[src/rtl/core/scpc_pkg.sv]
// ============================================================================
// scpc_pkg
// Shared types, register indexes and helpers for the SYNC cycle block.
// ============================================================================
`timescale 1ns / 1ps

package scpc_pkg;

    localparam int TIME_W  = 16;
    localparam int COUNT_W = 16;
    localparam int AUX_W   = 8;
    localparam int MASK_W  = 16;
    localparam int INDEX_W = 3;
    localparam int DATA_W  = 16;

    // Auxiliary counter values from this limit upwards give an empty mask
    localparam int AUX_MASK_WIDTH = 16;
    localparam logic [AUX_W-1:0] AUX_LIMIT =
        AUX_W'((AUX_MASK_WIDTH < MASK_W) ? AUX_MASK_WIDTH : MASK_W);
    localparam logic [MASK_W-1:0] MASK_ONE = 16'h0001;

    // Configuration register indexes
    localparam logic [INDEX_W-1:0] REG_SYNC_ENABLE    = 3'd0;
    localparam logic [INDEX_W-1:0] REG_PRODUCER_MODE  = 3'd1;
    localparam logic [INDEX_W-1:0] REG_CYCLE_PERIOD   = 3'd2;
    localparam logic [INDEX_W-1:0] REG_WINDOW_LENGTH  = 3'd3;
    localparam logic [INDEX_W-1:0] REG_MAX_SYNC_COUNT = 3'd4;
    localparam logic [INDEX_W-1:0] REG_MAX_AUX_COUNT  = 3'd5;

    typedef struct packed {
        logic                sync_enable;
        logic                producer_mode;
        logic [TIME_W-1:0]   sync_period;
        logic [TIME_W-1:0]   window_span;
        logic [COUNT_W-1:0]  max_sync_count;
        logic [AUX_W-1:0]    max_aux_count;
    } cfg_t;

    typedef struct packed {
        logic [TIME_W-1:0]   elapsed_ms;
        logic                rx_valid;
        logic [COUNT_W-1:0]  rx_sync_count;
        logic [AUX_W-1:0]    rx_aux_count;
    } tick_t;

    typedef struct packed {
        logic                sync_event;
        logic                tx_request;
        logic [COUNT_W-1:0]  tx_sync_count;
        logic [AUX_W-1:0]    tx_aux_count;
        logic                inside_window;
        logic [MASK_W-1:0]   aux_onehot;
    } result_t;

    function automatic logic [MASK_W-1:0] aux_mask_of(input logic [AUX_W-1:0] aux);
        logic [MASK_W-1:0] mask;
        mask = '0;
        if (aux < AUX_LIMIT)
        begin
            mask = MASK_ONE << aux[$clog2(MASK_W)-1:0];
        end
        return mask;
    endfunction

endpackage

[src/rtl/core/scpc_if.sv]
// ============================================================================
// scpc_tick_if / scpc_result_if
// Valid/ready channels for tick transactions and result transactions.
// ============================================================================
`timescale 1ns / 1ps

interface scpc_tick_if;
    logic                         valid;
    logic                         ready;
    logic [scpc_pkg::TIME_W-1:0]  elapsed_ms;
    logic                         rx_valid;
    logic [scpc_pkg::COUNT_W-1:0] rx_sync_count;
    logic [scpc_pkg::AUX_W-1:0]   rx_aux_count;

    modport source (output valid, elapsed_ms, rx_valid, rx_sync_count, rx_aux_count,
                    input ready);
    modport sink   (input valid, elapsed_ms, rx_valid, rx_sync_count, rx_aux_count,
                    output ready);
endinterface

interface scpc_result_if;
    logic                         valid;
    logic                         ready;
    logic                         sync_event;
    logic                         tx_request;
    logic [scpc_pkg::COUNT_W-1:0] tx_sync_count;
    logic [scpc_pkg::AUX_W-1:0]   tx_aux_count;
    logic                         inside_window;
    logic [scpc_pkg::MASK_W-1:0]  aux_onehot;

    modport source (output valid, sync_event, tx_request, tx_sync_count, tx_aux_count,
                    inside_window, aux_onehot, input ready);
    modport sink   (input valid, sync_event, tx_request, tx_sync_count, tx_aux_count,
                    inside_window, aux_onehot, output ready);
endinterface

[src/rtl/core/scpc_cfg.sv]
// ============================================================================
// scpc_cfg
// Configuration register bank, written through a plain indexed write port.
// ============================================================================
`timescale 1ns / 1ps

module scpc_cfg (
    input  logic                          clk,
    input  logic                          rst_n,
    input  logic                          cfg_write,
    input  logic [scpc_pkg::INDEX_W-1:0]  cfg_index,
    input  logic [scpc_pkg::DATA_W-1:0]   cfg_data,
    output scpc_pkg::cfg_t                cfg
);
    import scpc_pkg::*;

    cfg_t cfg_reg;
    cfg_t cfg_next;

    always_comb
    begin
        cfg_next = cfg_reg;
        if (cfg_write)
        begin
            unique case (cfg_index)
                REG_SYNC_ENABLE:    cfg_next.sync_enable    = cfg_data[0];
                REG_PRODUCER_MODE:  cfg_next.producer_mode  = cfg_data[0];
                REG_CYCLE_PERIOD:   cfg_next.sync_period    = cfg_data[TIME_W-1:0];
                REG_WINDOW_LENGTH:  cfg_next.window_span    = cfg_data[TIME_W-1:0];
                REG_MAX_SYNC_COUNT: cfg_next.max_sync_count = cfg_data[COUNT_W-1:0];
                REG_MAX_AUX_COUNT:  cfg_next.max_aux_count  = cfg_data[AUX_W-1:0];
                default:            cfg_next = cfg_reg;  // drop unknown indexes
            endcase
        end
    end

    always_ff @(posedge clk or negedge rst_n)
    begin
        if (!rst_n)
        begin
            cfg_reg <= '0;
        end
        else
        begin
            cfg_reg <= cfg_next;
        end
    end

    assign cfg = cfg_reg;

endmodule

[src/rtl/core/scpc_engine.sv]
// ============================================================================
// scpc_engine
// Cycle timer, sync and auxiliary counters, window flag and one-hot mask.
// ============================================================================
`timescale 1ns / 1ps

module scpc_engine (
    input  logic              clk,
    input  logic              rst_n,
    input  logic              step,
    input  scpc_pkg::cfg_t    cfg,
    input  scpc_pkg::tick_t   item,
    output scpc_pkg::result_t res
);
    import scpc_pkg::*;

    logic [TIME_W-1:0]  ct_reg,   ct_next;
    logic [COUNT_W-1:0] sc_reg,   sc_next;
    logic [AUX_W-1:0]   ac_reg,   ac_next;
    logic [MASK_W-1:0]  mask_reg, mask_next;
    logic               win_reg,  win_next;

    logic [TIME_W-1:0]  sum;
    logic [TIME_W-1:0]  ct_acc;
    logic [COUNT_W-1:0] sc_inc;
    logic [AUX_W-1:0]   ac_inc;
    logic [AUX_W-1:0]   ac_wrap;

    always_comb
    begin
        sum     = ct_reg + item.elapsed_ms;
        ct_acc  = (sum > ct_reg) ? sum : ct_reg;   // hold on a wrapping add
        sc_inc  = sc_reg + COUNT_W'(1);
        ac_inc  = ac_reg + AUX_W'(1);
        ac_wrap = (ac_inc > cfg.max_aux_count) ? '0 : ac_inc;

        ct_next   = ct_reg;
        sc_next   = sc_reg;
        ac_next   = ac_reg;
        mask_next = mask_reg;
        win_next  = win_reg;
        res       = '0;

        if (cfg.sync_enable)
        begin
            ct_next = ct_acc;
            if (cfg.producer_mode)
            begin
                if (ct_acc >= cfg.sync_period)
                begin
                    if (sc_inc > cfg.max_sync_count)
                    begin
                        sc_next   = COUNT_W'(1);
                        ac_next   = ac_wrap;
                        mask_next = aux_mask_of(ac_wrap);
                    end
                    else
                    begin
                        sc_next = sc_inc;
                    end
                    res.tx_request    = 1'b1;
                    res.tx_sync_count = sc_next;
                    res.tx_aux_count  = ac_next;
                    res.sync_event    = 1'b1;
                    ct_next           = '0;
                end
            end
            else if (item.rx_valid)
            begin
                sc_next        = item.rx_sync_count;
                ac_next        = item.rx_aux_count;
                mask_next      = aux_mask_of(item.rx_aux_count);
                ct_next        = '0;
                res.sync_event = 1'b1;
            end
            win_next = (ct_next <= cfg.window_span);
        end

        res.inside_window = win_next;
        res.aux_onehot    = mask_next;
    end

    always_ff @(posedge clk or negedge rst_n)
    begin
        if (!rst_n)
        begin
            ct_reg   <= '0;
            sc_reg   <= '0;
            ac_reg   <= '0;
            mask_reg <= '0;
            win_reg  <= 1'b0;
        end
        else if (step)
        begin
            ct_reg   <= ct_next;
            sc_reg   <= sc_next;
            ac_reg   <= ac_next;
            mask_reg <= mask_next;
            win_reg  <= win_next;
        end
    end

endmodule

[src/rtl/core/sync_cycle_producer_consumer.sv]
// ============================================================================
// sync_cycle_producer_consumer
// SYNC cycle producer / consumer. Each tick transaction carries the elapsed
// milliseconds and, optionally, a received SYNC frame's counters; each tick
// yields exactly one result transaction. A tick is held in an input register,
// where the timer, counter and window logic updates the state and forms the
// result, which is then held in an output register until taken. A new tick
// is accepted every clock cycle while results are taken, so the sustained
// rate is one tick per cycle; the result is registered in the output register
// as the tick moves on from the input register. In producer mode a timer at or
// past the period emits a SYNC with the incremented counter (past the maximum
// it wraps to 1 and the auxiliary counter steps); in consumer mode a received
// frame loads the counters. Write the configuration only while no tick is in flight.
// ============================================================================
`timescale 1ns / 1ps

module sync_cycle_producer_consumer (
    input  logic                          clk,
    input  logic                          rst_n,
    input  logic                          cfg_write,
    input  logic [scpc_pkg::INDEX_W-1:0]  cfg_index,
    input  logic [scpc_pkg::DATA_W-1:0]   cfg_data,
    scpc_tick_if.sink                     tick,
    scpc_result_if.source                 result
);
    import scpc_pkg::*;

    cfg_t    cfg;
    tick_t   tick_in;
    tick_t   item_reg;
    logic    item_valid_reg;
    result_t res_comb;
    result_t res_reg;
    logic    res_valid_reg;
    logic    advance;
    logic    step;

    // Advance the whole pipe whenever the output register is free or drains
    assign advance = !res_valid_reg || result.ready;
    assign step    = item_valid_reg && advance;

    // Take a new tick while the input register is empty or moving on
    assign tick.ready = !item_valid_reg || advance;

    assign tick_in.elapsed_ms    = tick.elapsed_ms;
    assign tick_in.rx_valid      = tick.rx_valid;
    assign tick_in.rx_sync_count = tick.rx_sync_count;
    assign tick_in.rx_aux_count  = tick.rx_aux_count;

    scpc_cfg u_cfg (
        .clk       (clk),
        .rst_n     (rst_n),
        .cfg_write (cfg_write),
        .cfg_index (cfg_index),
        .cfg_data  (cfg_data),
        .cfg       (cfg)
    );

    scpc_engine u_engine (
        .clk   (clk),
        .rst_n (rst_n),
        .step  (step),
        .cfg   (cfg),
        .item  (item_reg),
        .res   (res_comb)
    );

    // Input register: hold the accepted tick for the update cycle
    always_ff @(posedge clk or negedge rst_n)
    begin
        if (!rst_n)
        begin
            item_valid_reg <= 1'b0;
        end
        else if (tick.ready)
        begin
            item_valid_reg <= tick.valid;
        end
    end

    always_ff @(posedge clk)
    begin
        if (tick.valid && tick.ready)
        begin
            item_reg <= tick_in;
        end
    end

    // Output register: hold the result until the sink takes the transaction
    always_ff @(posedge clk or negedge rst_n)
    begin
        if (!rst_n)
        begin
            res_valid_reg <= 1'b0;
        end
        else if (advance)
        begin
            res_valid_reg <= item_valid_reg;
        end
    end

    always_ff @(posedge clk)
    begin
        if (step)
        begin
            res_reg <= res_comb;
        end
    end

    assign result.valid         = res_valid_reg;
    assign result.sync_event    = res_reg.sync_event;
    assign result.tx_request    = res_reg.tx_request;
    assign result.tx_sync_count = res_reg.tx_sync_count;
    assign result.tx_aux_count  = res_reg.tx_aux_count;
    assign result.inside_window = res_reg.inside_window;
    assign result.aux_onehot    = res_reg.aux_onehot;

`ifndef SYNTHESIS
    // A transmitted frame is always a SYNC event
    assert property (@(posedge clk) disable iff (!rst_n)
        res_valid_reg && res_reg.tx_request |-> res_reg.sync_event)
        else $error("tx_request without sync_event");

    // Frame counters are zero when nothing is transmitted
    assert property (@(posedge clk) disable iff (!rst_n)
        res_valid_reg && !res_reg.tx_request |->
            (res_reg.tx_sync_count == '0) && (res_reg.tx_aux_count == '0))
        else $error("frame counters set without tx_request");

    // The auxiliary mask never has more than one bit set
    assert property (@(posedge clk) disable iff (!rst_n)
        res_valid_reg |-> $onehot0(res_reg.aux_onehot))
        else $error("aux mask not one-hot");

    // A tick stalled in the input register stays there
    assert property (@(posedge clk) disable iff (!rst_n)
        item_valid_reg && !advance |=> item_valid_reg && $stable(item_reg))
        else $error("stalled tick lost");
`endif

endmodule
[src/flat_wrapper.sv]
// flat-port wrapper written by rule: the top's interface ports become plain ports
module sync_cycle_producer_consumer_flat import scpc_pkg::*;
  (clk, rst_n, cfg_write, cfg_index, cfg_data, tick_valid, tick_elapsed_ms, tick_rx_valid, tick_rx_sync_count, tick_rx_aux_count, tick_ready, result_valid, result_sync_event, result_tx_request, result_tx_sync_count, result_tx_aux_count, result_inside_window, result_aux_onehot, result_ready);
  scpc_tick_if tick_i ();
  scpc_result_if result_i ();
  input  logic clk;
  input  logic rst_n;
  input  logic cfg_write;
  input  logic [scpc_pkg::INDEX_W-1:0] cfg_index;
  input  logic [scpc_pkg::DATA_W-1:0] cfg_data;
  input wire logic [$bits(tick_i.valid)-1:0] tick_valid;
  input wire logic [$bits(tick_i.elapsed_ms)-1:0] tick_elapsed_ms;
  input wire logic [$bits(tick_i.rx_valid)-1:0] tick_rx_valid;
  input wire logic [$bits(tick_i.rx_sync_count)-1:0] tick_rx_sync_count;
  input wire logic [$bits(tick_i.rx_aux_count)-1:0] tick_rx_aux_count;
  output wire logic [$bits(tick_i.ready)-1:0] tick_ready;
  output wire logic [$bits(result_i.valid)-1:0] result_valid;
  output wire logic [$bits(result_i.sync_event)-1:0] result_sync_event;
  output wire logic [$bits(result_i.tx_request)-1:0] result_tx_request;
  output wire logic [$bits(result_i.tx_sync_count)-1:0] result_tx_sync_count;
  output wire logic [$bits(result_i.tx_aux_count)-1:0] result_tx_aux_count;
  output wire logic [$bits(result_i.inside_window)-1:0] result_inside_window;
  output wire logic [$bits(result_i.aux_onehot)-1:0] result_aux_onehot;
  input wire logic [$bits(result_i.ready)-1:0] result_ready;
  assign tick_i.valid = tick_valid;
  assign tick_i.elapsed_ms = tick_elapsed_ms;
  assign tick_i.rx_valid = tick_rx_valid;
  assign tick_i.rx_sync_count = tick_rx_sync_count;
  assign tick_i.rx_aux_count = tick_rx_aux_count;
  assign tick_ready = tick_i.ready;
  assign result_valid = result_i.valid;
  assign result_sync_event = result_i.sync_event;
  assign result_tx_request = result_i.tx_request;
  assign result_tx_sync_count = result_i.tx_sync_count;
  assign result_tx_aux_count = result_i.tx_aux_count;
  assign result_inside_window = result_i.inside_window;
  assign result_aux_onehot = result_i.aux_onehot;
  assign result_i.ready = result_ready;
  sync_cycle_producer_consumer u_core (.clk(clk), .rst_n(rst_n), .cfg_write(cfg_write), .cfg_index(cfg_index), .cfg_data(cfg_data), .tick(tick_i), .result(result_i));
endmodule
[config.mk]
export PLATFORM = sky130hd
export DESIGN_NAME = sync_cycle_producer_consumer_flat
export DESIGN_NICKNAME = d
export VERILOG_FILES = /design/src/rtl/core/scpc_pkg.sv /design/src/rtl/core/scpc_if.sv /design/src/rtl/core/scpc_cfg.sv /design/src/rtl/core/scpc_engine.sv /design/src/rtl/core/sync_cycle_producer_consumer.sv /design/src/flat_wrapper.sv
export SDC_FILE = /design/constraint.sdc
export NUM_CORES = 1
export LEC_CHECK = 0
export ABC_AREA = 0
export BUFFER_PORTS_ARGS = -buffer_cell sky130_fd_sc_hd__buf_4
export CAP_MARGIN = 20
export CORE_MARGIN = 10
export CORE_UTILIZATION = 50
export DETAILED_ROUTE_END_ITERATION = 8
export PLACE_DENSITY_LB_ADDON = 0.3
export SYNTH_ARGS = -nofsm -noshare
export SYNTH_HDL_FRONTEND = slang
export SYNTH_SLANG_ARGS = --single-unit
export TNS_END_PERCENT = 5
[constraint.sdc]
create_clock -name clk -period 8.5 [get_ports clk]
set_input_delay 1.7 -clock clk [delete_from_list [all_inputs] [get_ports clk]]
set_output_delay 1.7 -clock clk [all_outputs]
set_load 0.01 [all_outputs]
==> run metrics, run 1 <==
Routed Antenna Nets=0; largest net degree at the start of global routing=64; crit-path max cell delay=650 ps; startpoint types=register; first-iteration detailed-routing DRC count=680; Setup Buffers After CTS=0; Synth Cell Area=11650 um2; status=finished, final reports clean; Fin. Hold Viols=0; DR WL/cell=18.78 um; Rows=55; mux contribution to synthesized area=4.983%; critical-path maximum fanout=22; Worst Setup Path Type=register to register; DR vias=9120; hold path depth=1; RSZ-0062 raised after global routing=false; Starting Density=51.15%; switching power=2.022 mW; critical path data arrival time=8270 ps; first-pass GRT wire length=48.36 mm; Detail Placement HPWL=21.73 mm; sequential element share of the synthesized area=46.78%; Worst-path clk slew=60 ps; Root Driver=clkbuf_16; Final min period=7914 ps; worst setup margin=586.0 ps; max_slew headroom=32.95%; Remaining Overflow, GRT=0; XOR/XNOR share of the synthesized area=2.481%; final WL=29.84 mm; Die ar.=29810 um2; Layout Nets=1415; clk buf depth=3; EDFF count, synth=84; post-synthesis async set-or-reset flop share=58.21%; vias per inst=5.739; initial antenna violation count=0; Critical Path End Type=register; Pins Over Slew Limit=0; Clock Skew=7.856 ps; worst skew pair latency=510 ps; Data required, critical path=8850 ps; register bit total from synthesis=201; Detailed Routing Iterations Pass 1=5; Sequential Power Share=29.1%; cell depth of the worst flop-to-flop path=31; share of layout cells above drive strength 1=17.95%; fin crit share=93.11%; Tot GR Track Use=19.39%; PD cells=361.2 nW/um2; number of top-level pins=110; Final GP Congestion=0.9177; largest family of logic cells by synthesized area=simple AND/OR/NAND/NOR gates; maximum clock rate=0.1264 GHz; Synth Net Count=1318; number of global-route vias before repair=9232; syn_area_per_cell=10.02 um2; Synth Area in Compound Gates=15.26%; Largest register FFs=58; port buffer count=109; Die H=172.7 um; Worst Tran Pin Value=1006 ps; share of the synthesized area in the top cell type=25.13%; Antenna diodes=0; VDD IR max=0.0001469 V; Final TNS setup=0 ps; Crit-path slowest cell=a21oi_2; Simple-Gate Fraction of Synth Area=15.87%; Logic pwr share=50.9%; H-tree Lvls=1; power share of the clock group=20.0%; adder-cell area share of the yosys netlist=9.729%; Sink Count=201; synth top area cells=dfrtp_1 25%, edfxtp_1 22%, ha_1 9.6%; Hold Crit Class=register to register; hold-fix buffers at CTS=0; core area=22780 um2; max cap viols=0; Placement Setup Slack=553.9 ps; final setup violation count=0; Yosys cell types=70; Die X-Extent=172.7 um; P_leak=5.914 nW; Post-CTS Resized=0; fin util=59.31%; CTS tree=done; DRC=0; Synth area leader=dfrtp_1; Cell Int Power=2.857 mW; Cells after Synth=1163; synth warn=0; Net Sw Frac=41.45%; Primary FF master, synth=dfrtp_1; Layout area overhead=15.95%; CTS Buf Count=22
## power groups by stage
stage	Combinational, mW	Sequential [mW]	Clock [mW]
final	2.48	1.42	0.977
after global routing	2.80	1.44	1.03
after CTS	2.46	1.41	0.995
after detailed placement	2.43	1.43	0
after global placement	2.39	1.43	0
after floorplan	1.86	1.38	0
## per-layer routing
metal	vias up	global-route usage [%]	wire length [um]
met5	-	0	0
met4	0	6.180	688
met3	50	3.202	1695
met2	293	31.83	14240
met1	4372	25.63	13220
li1	4405	-	-
## critical path: cells and delay by family, from the launching register on
family	cells	cell delay, ps
AO/OA/AOI/OAI	17	3910
buffers and inverters	1	60
AND/OR/NAND/NOR	7	1300
adder cells (fa/ha/maj)	5	1600
flip-flops	1	430
multiplexers	1	430
## kinds of logic after synthesis
group,after synthesis
simple gates,375
compound gates,268
flops,201
buf+inv,144
fa+ha+maj,90
mux,52
xor+xnor,33
## cells in the mapped netlist, drive strengths merged, types with 20 or more instances
cell and instances:
dfrtp 117, nand2 109, inv 97, ha 89
o21ai 89, edfxtp 84, nor2 75, a21oi 61
mux2 48, nand3 41, and3 34, clkbuf 30
xnor2 28, nor3 22, nand4 20
## layout make-up
| type | count | area (um2) |
|---|---|---|
| Tap cell | 313 | 391.6 |
| Clock inverter | 10 | 103.9 |
| Multi-Input combinational cell | 818 | 5644 |
| Clock buffer | 30 | 633.1 |
| Fill cell | 1947 | 9269 |
| Sequential cell | 201 | 5451 |
| Timing Repair Buffer | 120 | 920.9 |
| Inverter | 97 | 364.1 |
## path summary, 6_finish.rpt
check,startpoint,to,slack (ps)
worst max-delay path,u_core.u_engine.ct_reg[0]$_DFFE_PN0P_,u_core.result.inside_window$_DFFE_PP_,590
worst max register to register,u_core.u_engine.ct_reg[0]$_DFFE_PN0P_,u_core.result.inside_window$_DFFE_PP_,590
worst min register to register,u_core.item_reg[12]$_DFFE_PP_,u_core.u_engine.sc_reg[4]$_DFFE_PN0P_,490
max in group asynchronous,rst_n,u_core.u_cfg.cfg[2]$_DFFE_PN0P_,5930
min in group asynchronous,rst_n,u_core.u_cfg.cfg[41]$_DFFE_PN0P_,1280
worst min-delay path,u_core.item_reg[12]$_DFFE_PP_,u_core.u_engine.sc_reg[4]$_DFFE_PN0P_,490
## stage by stage
step	cells	total power, mW	instance area (um2)	hold slack [ps]
after global placement	1548	3.813	12740	466.2
final	1589	4.879	13510	489.1
after floorplan	1163	3.242	11650	450.8
after global routing	1589	5.275	13510	504.5
after CTS	1588	4.871	13470	492.0
after detailed placement	1548	3.865	12740	478.6
## cell usage in the layout, fill, tap and decap left out, types with 13 or more instances in the layout
master     count
buf_4        119
dfrtp_1      116
nand2_1      108
inv_1         96
ha_1          89
edfxtp_1      84
o21ai_0       80
nor2_1        75
a21oi_1       56
mux2_2        48
nand3_1       40
and3_1        34
xnor2_1       28
clkbuf_16     24
nor3_1        22
nand4_1       20
nor2b_1       19
a21o_1        17
nor4_1        13
Power figures use the tool's default switching activity.
==> run 2, diff against run 1 <==
CELL_PAD_IN_SITES_DETAIL_PLACEMENT = 1   (was default)
CELL_PAD_IN_SITES_GLOBAL_PLACEMENT = 2   (was default)
CORE_MARGIN = default   (was 10)
CORE_UTILIZATION = 39   (was 50)
CTS_CLUSTER_SIZE = 20   (was default)
==> run 2 against run 1 <==
Clock-buffer cell count up 13. Wire length up 9.2%. Clock power up 8%. First-iteration DRC count down 23%.
==> run metrics, run 2 (same netlist as run 1, synthesis figures left out) <==
maximum clock rate=0.1297 GHz (was 0.1264 GHz); CTS tree=done (unchanged); first-iteration detailed-routing DRC count=525 (was 680); first-pass GRT wire length=53.03 mm (was 48.36 mm); Detail Placement HPWL=23.59 mm (was 21.73 mm); fin crit share=90.70% (was 93.11%); vias per inst=5.535 (was 5.739); register area=5451 um2 (unchanged); Layout Nets=1418 (was 1415); Tot GR Track Use=21.90% (was 19.39%); critical-path maximum fanout=22 (unchanged); Sink Count=201 (unchanged); Setup Buffers After CTS=0 (unchanged); most frequent cells in the layout=119 x buf_4, 116 x dfrtp_1, 108 x nand2_1 (unchanged); Final GP Congestion=0.8814 (was 0.9177); max_slew headroom=22.18% (was 32.95%); Fin. Hold Viols=0 (unchanged); initial antenna violation count=0 (unchanged); hold-fix buffers at CTS=0 (unchanged); Rows=62 (was 55); share of layout cells above drive strength 1=18.10% (was 17.95%); number of top-level pins=110 (unchanged); delay-heaviest family, CP=compound AO/OA/AOI/OAI gates (unchanged); PD cells=366.7 nW/um2 (was 361.2 nW/um2); CP bufs+invs=3 (was 1); Data required, critical path=8880 ps (was 8850 ps); Die X-Extent=174.8 um (was 172.7 um); Clock Skew=13.26 ps (was 7.856 ps); DR WL/cell=19.56 um (was 18.78 um); Finished Layout Cells=1666 (was 1589); port buffer count=109 (unchanged); largest net degree at the start of global routing=61 (was 64); commonest non-fill, non-tap cell in the layout=buf_4 (unchanged); Worst-path clk slew=60 ps (about the same); Critical Path End Type=register (unchanged); Cells after DPL=1619 (was 1548); Antenna diodes=0 (unchanged); Pins Over Slew Limit=0 (unchanged); crit-path max cell delay=450 ps (was 650 ps); Crit-path slowest cell=dfrtp_1 (was a21oi_2); Layout area overhead=17.27% (was 15.95%); P_leak=5.942 nW (was 5.914 nW); Remaining Overflow, GRT=0 (unchanged); DR vias=9222 (was 9120); RSZ-0062 raised after global routing=false (unchanged); DRC=0 (unchanged); CTS Buf Count=25 (was 22); Cell Area, Placed=12830 um2 (was 12740 um2); Final TNS setup=0 ps (unchanged); fin util=47.09% (was 59.31%); tightest hold margin=486.5 ps (was 489.1 ps); Starting Density=40.16% (was 51.15%); status=finished, final reports clean (unchanged); FF-to-FF setup slack=790 ps (was 590 ps); Worst Setup Path Type=register to register (unchanged); VDD IR max=0.0001939 V (was 0.0001469 V); Die H=174.8 um (was 172.7 um); clk buf depth=3 (unchanged); H-tree Lvls=1 (unchanged); Routed Antenna Nets=0 (unchanged); final setup violation count=0 (unchanged); area of the multi-input gates=5637 um2 (was 5644 um2); fill cell count=3260 (was 1947); Largest register FFs=58 (unchanged); critical path data arrival time=8090 ps (was 8270 ps); worst skew pair latency=540 ps (was 510 ps); Die ar.=30570 um2 (was 29810 um2); max cap viols=0 (unchanged); startpoint types=register (unchanged); Root Driver=clkbuf_16 (unchanged); Detailed Routing Iterations Pass 1=5 (unchanged); core area=29010 um2 (was 22780 um2); Worst Tran Pin Value=1160 ps (was 1006 ps); final WL=32.59 mm (was 29.84 mm); Hold Crit Class=register to register (unchanged); number of global-route vias before repair=9600 (was 9232); Final min period=7710 ps (was 7914 ps); Final Instance Area=13660 um2 (was 13510 um2); Post-CTS Resized=0 (unchanged)
## run 2: cell count changes in the layout (fill, tap and decap cells not counted), sizes merged
cell    change
clkbuf     +13
clkinv      -6
bufinv      -2
inv         +1
## run 2: layer usage
layer	vias up	track usage [%]	wire (um)
li1	4420	-	-
met1	4604	31.11	15830
met2	171	35.76	15000
met3	27	2.937	1273
met4	0	4.130	486
met5	-	0	0
## run 2: area by class of cell
type / count / share of cell area [%]
inverter: 97 / 2.665
clock inverter: 3 / 0.2473
multi-input combinational: 818 / 41.25
sequential: 201 / 39.90
timing repair buffer: 120 / 6.685
clock buffer: 43 / 5.733
tap: 384 / 3.516
## run 2: report_power, final
group	internal (mW)	switching, mW
Combinational	1.04	1.48
Clock	0.626	0.430
Sequential	1.24	0.194
Total	2.91	2.10
## run 2: per-stage QoR
stage / power, mW / setup WS [ps]
2_1_floorplan: 3.242 / 1910
3_5_place_dp: 3.948 / 846.0
5_1_grt: 5.433 / 247.2
6_report: 5.010 / 790.2
3_3_place_gp: 3.875 / 1090
4_1_cts: 5.056 / 812.2
## run 2: worst paths after layout
path | startpoint | depth (start not counted) | to
max in group asynchronous | rst_n | 2 | u_core.u_engine.mask_reg[9]$_DFFE_PN0P_
max | u_core.u_engine.ct_reg[0]$_DFFE_PN0P_ | 35 | u_core.result.inside_window$_DFFE_PP_
min reg2reg | u_core.item_reg[12]$_DFFE_PP_ | 1 | u_core.u_engine.sc_reg[4]$_DFFE_PN0P_
min in group asynchronous | rst_n | 1 | u_core.u_engine.sc_reg[14]$_DFFE_PN0P_
min | u_core.item_reg[12]$_DFFE_PP_ | 1 | u_core.u_engine.sc_reg[4]$_DFFE_PN0P_
max reg2reg | u_core.u_engine.ct_reg[0]$_DFFE_PN0P_ | 35 | u_core.result.inside_window$_DFFE_PP_
